--- src/hw/rtl/ggpd_pkg.sv ---
// Shared constants, field types and configuration layout of the ground-plane grid.
// Used by every ggpd_* module and by the ground_grid_plane_distance top level.
package ggpd_pkg;

  localparam int unsigned MAX_SIDE    = 64;
  localparam int unsigned FRAC_BITS   = 16;
  localparam int unsigned STORE_DEPTH = MAX_SIDE * MAX_SIDE;
  localparam int unsigned CELL_W      = $clog2(STORE_DEPTH);
  localparam int unsigned COORD_W     = $clog2(MAX_SIDE);
  localparam int unsigned SIDE_W      = $clog2(MAX_SIDE + 1);

  localparam int unsigned DW      = 32;
  localparam int unsigned OFF_W   = DW + 1;
  localparam int unsigned BASE_W  = DW;
  localparam int unsigned ROI_W   = 31;
  localparam int unsigned INV_W   = 31;
  localparam int unsigned GC_W    = 7;
  localparam int unsigned IDX_W   = 12;
  localparam int unsigned SCALE_W = BASE_W + INV_W;
  localparam int unsigned K_W     = SCALE_W - 2 * FRAC_BITS;
  localparam int unsigned PROD_W  = DW + OFF_W;
  localparam int unsigned SUM_W   = PROD_W + 2;

  localparam int unsigned Q_DEPTH = 16;
  localparam int unsigned QP_W    = $clog2(Q_DEPTH);
  localparam int unsigned CNT_W   = $clog2(Q_DEPTH + 1);

  localparam int unsigned CFG_IDX_W = 3;

  localparam logic REQ_WRITE = 1'b0;
  localparam logic REQ_QUERY = 1'b1;

  localparam logic [GC_W-1:0] GRID_CELLS_RST = GC_W'(64);

  typedef enum logic [CFG_IDX_W-1:0] {
    CFG_CENTER_X,
    CFG_CENTER_Y,
    CFG_CENTER_Z,
    CFG_ROI_X,
    CFG_ROI_Y,
    CFG_GRID_CELLS,
    CFG_INV_RES_X,
    CFG_INV_RES_Y
  } cfg_idx_e;

  typedef struct packed {
    logic                    req_type;
    logic [IDX_W-1:0]        cell_index;
    logic signed [DW-1:0]    normal_x;
    logic signed [DW-1:0]    normal_y;
    logic signed [DW-1:0]    normal_z;
    logic signed [DW-1:0]    plane_offset;
    logic                    ground_valid;
    logic signed [DW-1:0]    point_x;
    logic signed [DW-1:0]    point_y;
    logic signed [DW-1:0]    point_z;
  } ggpd_in_t;

  typedef struct packed {
    logic signed [DW-1:0] distance;
    logic                 inside_grid;
    logic                 has_ground;
  } ggpd_out_t;

  typedef struct packed {
    logic signed [DW-1:0] center_x;
    logic signed [DW-1:0] center_y;
    logic signed [DW-1:0] center_z;
    logic [ROI_W-1:0]     roi_x;
    logic [ROI_W-1:0]     roi_y;
    logic [GC_W-1:0]      grid_cells;
    logic [INV_W-1:0]     inv_res_x;
    logic [INV_W-1:0]     inv_res_y;
  } cfg_t;

  typedef struct packed {
    logic signed [DW-1:0] nx;
    logic signed [DW-1:0] ny;
    logic signed [DW-1:0] nz;
    logic signed [DW-1:0] d;
  } plane_t;

  typedef struct packed {
    logic vld;
    logic query;
    logic in_roi;
  } tag_t;

  typedef struct packed {
    logic signed [OFF_W-1:0] x;
    logic signed [OFF_W-1:0] y;
    logic signed [OFF_W-1:0] z;
  } offs_t;

  typedef struct packed {
    logic              ok;
    logic [CELL_W-1:0] idx;
    plane_t            plane;
    logic              gv;
  } wr_t;

  typedef struct packed {
    logic              we;
    logic [CELL_W-1:0] addr;
    plane_t            plane;
    logic              gv;
  } mem_req_t;

endpackage

--- src/hw/rtl/ggpd_outq.sv ---
// Result queue with credit count: holds finished items while the receiver stalls.
// Depends on ggpd_pkg; full_o throttles input acceptance.
module ggpd_outq (
  input  logic                clk_i,
  input  logic                rst_ni,
  input  logic                in_acc_i,
  input  logic                wr_vld_i,
  input  ggpd_pkg::ggpd_out_t wr_data_i,
  input  logic                out_stall_i,
  output logic                out_valid_o,
  output ggpd_pkg::ggpd_out_t out_data_o,
  output logic                full_o
);
  import ggpd_pkg::*;

  ggpd_out_t          fifo_mem [Q_DEPTH];
  logic [QP_W-1:0]    wr_ptr_q, rd_ptr_q;
  logic [CNT_W-1:0]   occ_q, credit_q;
  logic               out_acc;

  assign out_acc = out_valid_o && !out_stall_i;

  always_ff @(posedge clk_i) begin
    if (wr_vld_i) begin
      fifo_mem[wr_ptr_q] <= wr_data_i;
    end
  end

  always_ff @(posedge clk_i or negedge rst_ni) begin
    if (!rst_ni) begin
      wr_ptr_q <= '0;
      rd_ptr_q <= '0;
      occ_q    <= '0;
      credit_q <= '0;
    end else begin
      if (wr_vld_i) begin
        wr_ptr_q <= (wr_ptr_q == QP_W'(Q_DEPTH - 1)) ? '0 : wr_ptr_q + QP_W'(1);
      end
      if (out_acc) begin
        rd_ptr_q <= (rd_ptr_q == QP_W'(Q_DEPTH - 1)) ? '0 : rd_ptr_q + QP_W'(1);
      end
      occ_q    <= occ_q + CNT_W'(wr_vld_i) - CNT_W'(out_acc);
      credit_q <= credit_q + CNT_W'(in_acc_i) - CNT_W'(out_acc);
    end
  end

  assign out_valid_o = (occ_q != '0);
  assign out_data_o  = fifo_mem[rd_ptr_q];
  assign full_o      = (credit_q == CNT_W'(Q_DEPTH));

endmodule

--- config.mk ---
export PLATFORM = sky130hd
export DESIGN_NAME = ggpd_outq
export DESIGN_NICKNAME = d
export VERILOG_FILES = /design/src/hw/rtl/ggpd_pkg.sv /design/src/hw/rtl/ggpd_outq.sv
export SDC_FILE = /design/constraint.sdc
export NUM_CORES = 1
export LEC_CHECK = 0
export BUFFER_PORTS_ARGS = -buffer_cell sky130_fd_sc_hd__clkbuf_2
export CAP_MARGIN = 40
export CORE_UTILIZATION = 35
export DETAILED_ROUTE_END_ITERATION = 10
export PLACE_DENSITY = 0.52
export SLEW_MARGIN = 20
export SYNTH_ARGS = -nofsm -noshare
export SYNTH_HDL_FRONTEND = slang
export SYNTH_SLANG_ARGS = --single-unit
export TNS_END_PERCENT = 30
--- constraint.sdc ---
create_clock -name clk_i -period 5.9 [get_ports clk_i]
set_input_delay 0.885 -clock clk_i [delete_from_list [all_inputs] [get_ports clk_i]]
set_output_delay 0.885 -clock clk_i [all_outputs]
set_load 0.01 [all_outputs]
==> run_results.csv <==
group,metric,value,unit
synthesis,yosysSeqAreaShare,76.76,%
worst_setup_path,crit_required,5.02,ns
run,maxCapViolations,0,
final_layout,final_area,25090,sq um
sta,tightest_slew,0.7834,ns
floorplanning,core,61710,sq um
synthesis,yosysUniqueCellTypes,37,
final_layout,drive_above_1_share,25.43,%
synthesis,synth_area,21870,sq um
grt,groute.usage.overall,15.55,%
sta,finalMaxSlewViolations,0,
synthesis,synth_cells,1032,
worst_setup_path,cp_num_buf_inv,2,
synthesis,synth_compound_area_share,3.776,%
synthesis,synth_largest_area_cell,"edfxtp_1",
worst_setup_path,start_kind,"flop",
placed_design,place_hpwl,25020,microns
detailed_routing,via_per_inst,5.119,
clocking,cts_root_buf,"clkbuf_16",
clocking,h-tree-depth,2,
grt,grt_pass1_vias,10970,
pwr,finalPower,11.88,mW
synthesis,yosysTopAreaCellShare,74.70,%
detailed_routing,drc,0,
placed_design,gp_congestion,0.6849,
final_layout,syn_to_final_growth,14.72,%
clocking,cts.sinks,562,
floorplanning,die_x,252.0,microns
floorplanning,dieArea,63480,sq um
pwr,combPwrFrac,29.6,%
synthesis,synth-seq-cells,562,
clocking,ctsResizeCount,0,
synthesis,synth_xor_area_share,0.4005,%
detailed_routing,first_pass_iters,4,
floorplanning,pin_count,75,
sta,fmax,240.2,MHz
pwr,p_seq_share,42.2,%
synthesis,synth-edff-count,544,
detailed_routing,ant_nets,0,
pwr,power.switching,3.702,mW
synthesis,synth_area_leaders,"edfxtp_1 75%, mux4_2 11%, mux2i_1 4.7%, dfrtp_1 2.1%, a32oi_1 1.4%",
sta,post-route-period-util,70.56,%
floorplanning,rows,91,
worst_setup_path,arrival,3.28,ns
min_path,hold_class,"primary input to asynchronous set/reset pin",
clocking,cts-buffers-inserted,56,
worst_setup_path,path_class,"flop to primary output",
final_layout,fin_nets,1191,
sta,fin_crit,4.163,ns
synthesis,synth_mux_area_share,15.28,%
grt,overflow,0,
clocking,post-cts-setup-buffer-count,0,
detailed_routing,wire_per_inst,24.08,microns
clocking,worstSkewPairLatency,0.61,ns
pwr,p_clk_share,28.2,%
synthesis,async_reset_ff_share,3.203,%
grt,antenna_found_initial,3,
synthesis,synth_top_family_by_area,"multiplexers",
worst_setup_path,crit_fanout,80,
placed_design,placed_area,23390,sq um
sta,final-setup-viol-count,0,
pwr,leakagePower,8.135,nW
synthesis,yosys_warnings,0,
final_layout,layout_commonest_cell,"edfxtp_1",
pwr,swShare,31.17,%
synthesis,synth-adder-area-share,1.156,%
final_layout,fillCellCount,5570,
sta,fin_tns_setup,0,ns
final_layout,fin_cells,2014,
grt,grt_max_degree,91,
worst_setup_path,endpoint_kind,"primary output",
clocking,path_clk_slew,0.06,ns
run_status,status,"complete, no violations",
detailed_routing,wl,48490,microns
sta,rsz0062_at_grt,"false",
sta,fin_ws,1.737,ns
placed_design,pre_cts_ws,2.310,ns
floorplanning,dieHeight,252.0,microns
sta,hold_viol,0,
clocking,hold_buffers,0,
worst_setup_path,slowest_stage,"dfrtp_4",
worst_setup_path,cp_cell_sequence,"buf_12 > mux4_2 > a32oi_1 > o21ai_1 > clkbuf_2",
synthesis,synth_ff_type,"edfxtp_1",
sta,relSlewSlack,47.77,%
placed_design,io_buffers,74,
clocking,clk_path_buf_depth,3,
placed_design,placedCellCount,1912,
floorplanning,start_util,35.44,%
grt,grt_pass1_wl,72550,microns
pwr,ir_worst_vdd,0.3758,mV
worst_setup_path,crit_family,"flip-flops",
sta,clock_skew,0.01198,ns
synthesis,yosys.area_share.simple,0.8983,%
detailed_routing,drt_iter0_drc,827,
worst_setup_path,max_stage_delay,0.80,ns
clocking,tritoncts,"done",
synthesis,syn-num-nets,1090,
detailed_routing,vias,10310,
final_layout,layout_common_cells,"544 x edfxtp_1, 102 x mux4_2, 102 x mux2i_1, 74 x clkbuf_2, 57 x clkbuf_16",
pwr,intPower,8.177,mW
synthesis,synth.avg_cell_area,21.19,sq um
pwr,power_density,473.5,nW/um^2
-- synth_stat cells (all sizes together) (2+ instances only) --
library cell,number
xor2,4
nor2b,2
inv,22
nor2,9
mux2i,102
nand3,3
a32oi,34
o21ai,38
mux4,102
edfxtp,544
xnor2,6
clkbuf,30
buf,27
nor3,2
a22oi,34
a21o,2
mux2,2
dfrtp,18
fa,2
ha,17
nor3b,6
o21bai,2
a21oi,6
nand2,10
-- final cells by class --
| type | instances | area, sq um | share of cell area (%) |
|---|---|---|---|
| Antenna cell | 1 | 2.502 | 0.009975 |
| Inverter | 22 | 82.58 | 0.3292 |
| Multi-Input combinational cell | 391 | 4820 | 19.21 |
| Tap cell | 837 | 1047 | 4.175 |
| Clock inverter | 30 | 217.7 | 0.8678 |
| Clock buffer | 71 | 1479 | 5.895 |
| Sequential cell | 562 | 16800 | 66.96 |
| Timing Repair Buffer | 100 | 640.6 | 2.554 |
-- worst reg2reg max path: stages, from the launching register on --
cell and delay (ns):
dfrtp_1 0.38, inv_1 0.09, ha_1 0.13, or4b_4 0.49, nor2b_1 0.24, ha_1 0.30
inv_1 0.05, ha_1 0.16, inv_1 0.06, fa_1 0.42, inv_1 0.07, a21oi_1 0.06
o21bai_1 0.17, xnor2_1 0.13
-- logic make-up (layout without fill, tap and decap cells) --
| family | after synthesis | count (layout) |
|---|---|---|
| other | 0 | 1 |
| multiplexers | 206 | 206 |
| AO/OA/AOI/OAI | 119 | 119 |
| AND/OR/NAND/NOR | 37 | 37 |
| flip-flops | 562 | 562 |
| XOR/XNOR | 10 | 10 |
| adder cells (fa/ha/maj) | 19 | 19 |
| buffers and inverters | 79 | 223 |
-- power by group through the flow --
| stage | Clock, mW | Combinational (mW) | Sequential, mW |
|---|---|---|---|
| global placement | 0 | 3.57 | 5.09 |
| floorplan | 0 | 2.56 | 4.93 |
| detailed placement | 0 | 3.63 | 5.10 |
| CTS | 3.44 | 3.64 | 5.02 |
| finish | 3.35 | 3.52 | 5.01 |
| global route | 3.58 | 3.84 | 5.06 |
-- sequential cells by signal, indices dropped and copies added, names as in the netlist --
register / flops
fifo_mem: 544
credit_q: 5
occ_q: 5
rd_ptr_q: 4
wr_ptr_q: 4
-- through the flow --
step | util, % | hold slack (ns)
floorplan | - | 0.5505
global placement | 37.82 | 0.5801
detailed placement | 37.90 | 0.5902
CTS | 40.65 | 0.2127
global route | 40.65 | 0.2439
finish | 40.65 | 0.2288
-- routing by layer --
metal	vias to the layer above	GRT usage, %	share of wire (%)
met4	4	3.792	2.0
met2	196	26.16	50
met3	71	2.816	3.8
met1	5532	20.86	44
met5	-	0	0.049
li1	4506	-	-
-- final timing paths --
path	start	slack [ns]	cells after the start	endpoint
hold reg to reg	occ_q[3]	0.58	2	occ_q[4]
max in group asynchronous	rst_ni	5.31	1	rd_ptr_q[3]
setup / recovery	rd_ptr_q[0]	1.74	5	out_data_o[10]
min in group clk_i	in_acc_i	0.51	2	credit_q[0]
setup reg to reg	occ_q[3]	3.05	13	occ_q[4]
hold / removal	rst_ni	0.23	1	credit_q[1]
(Power assumes the default switching activity.)
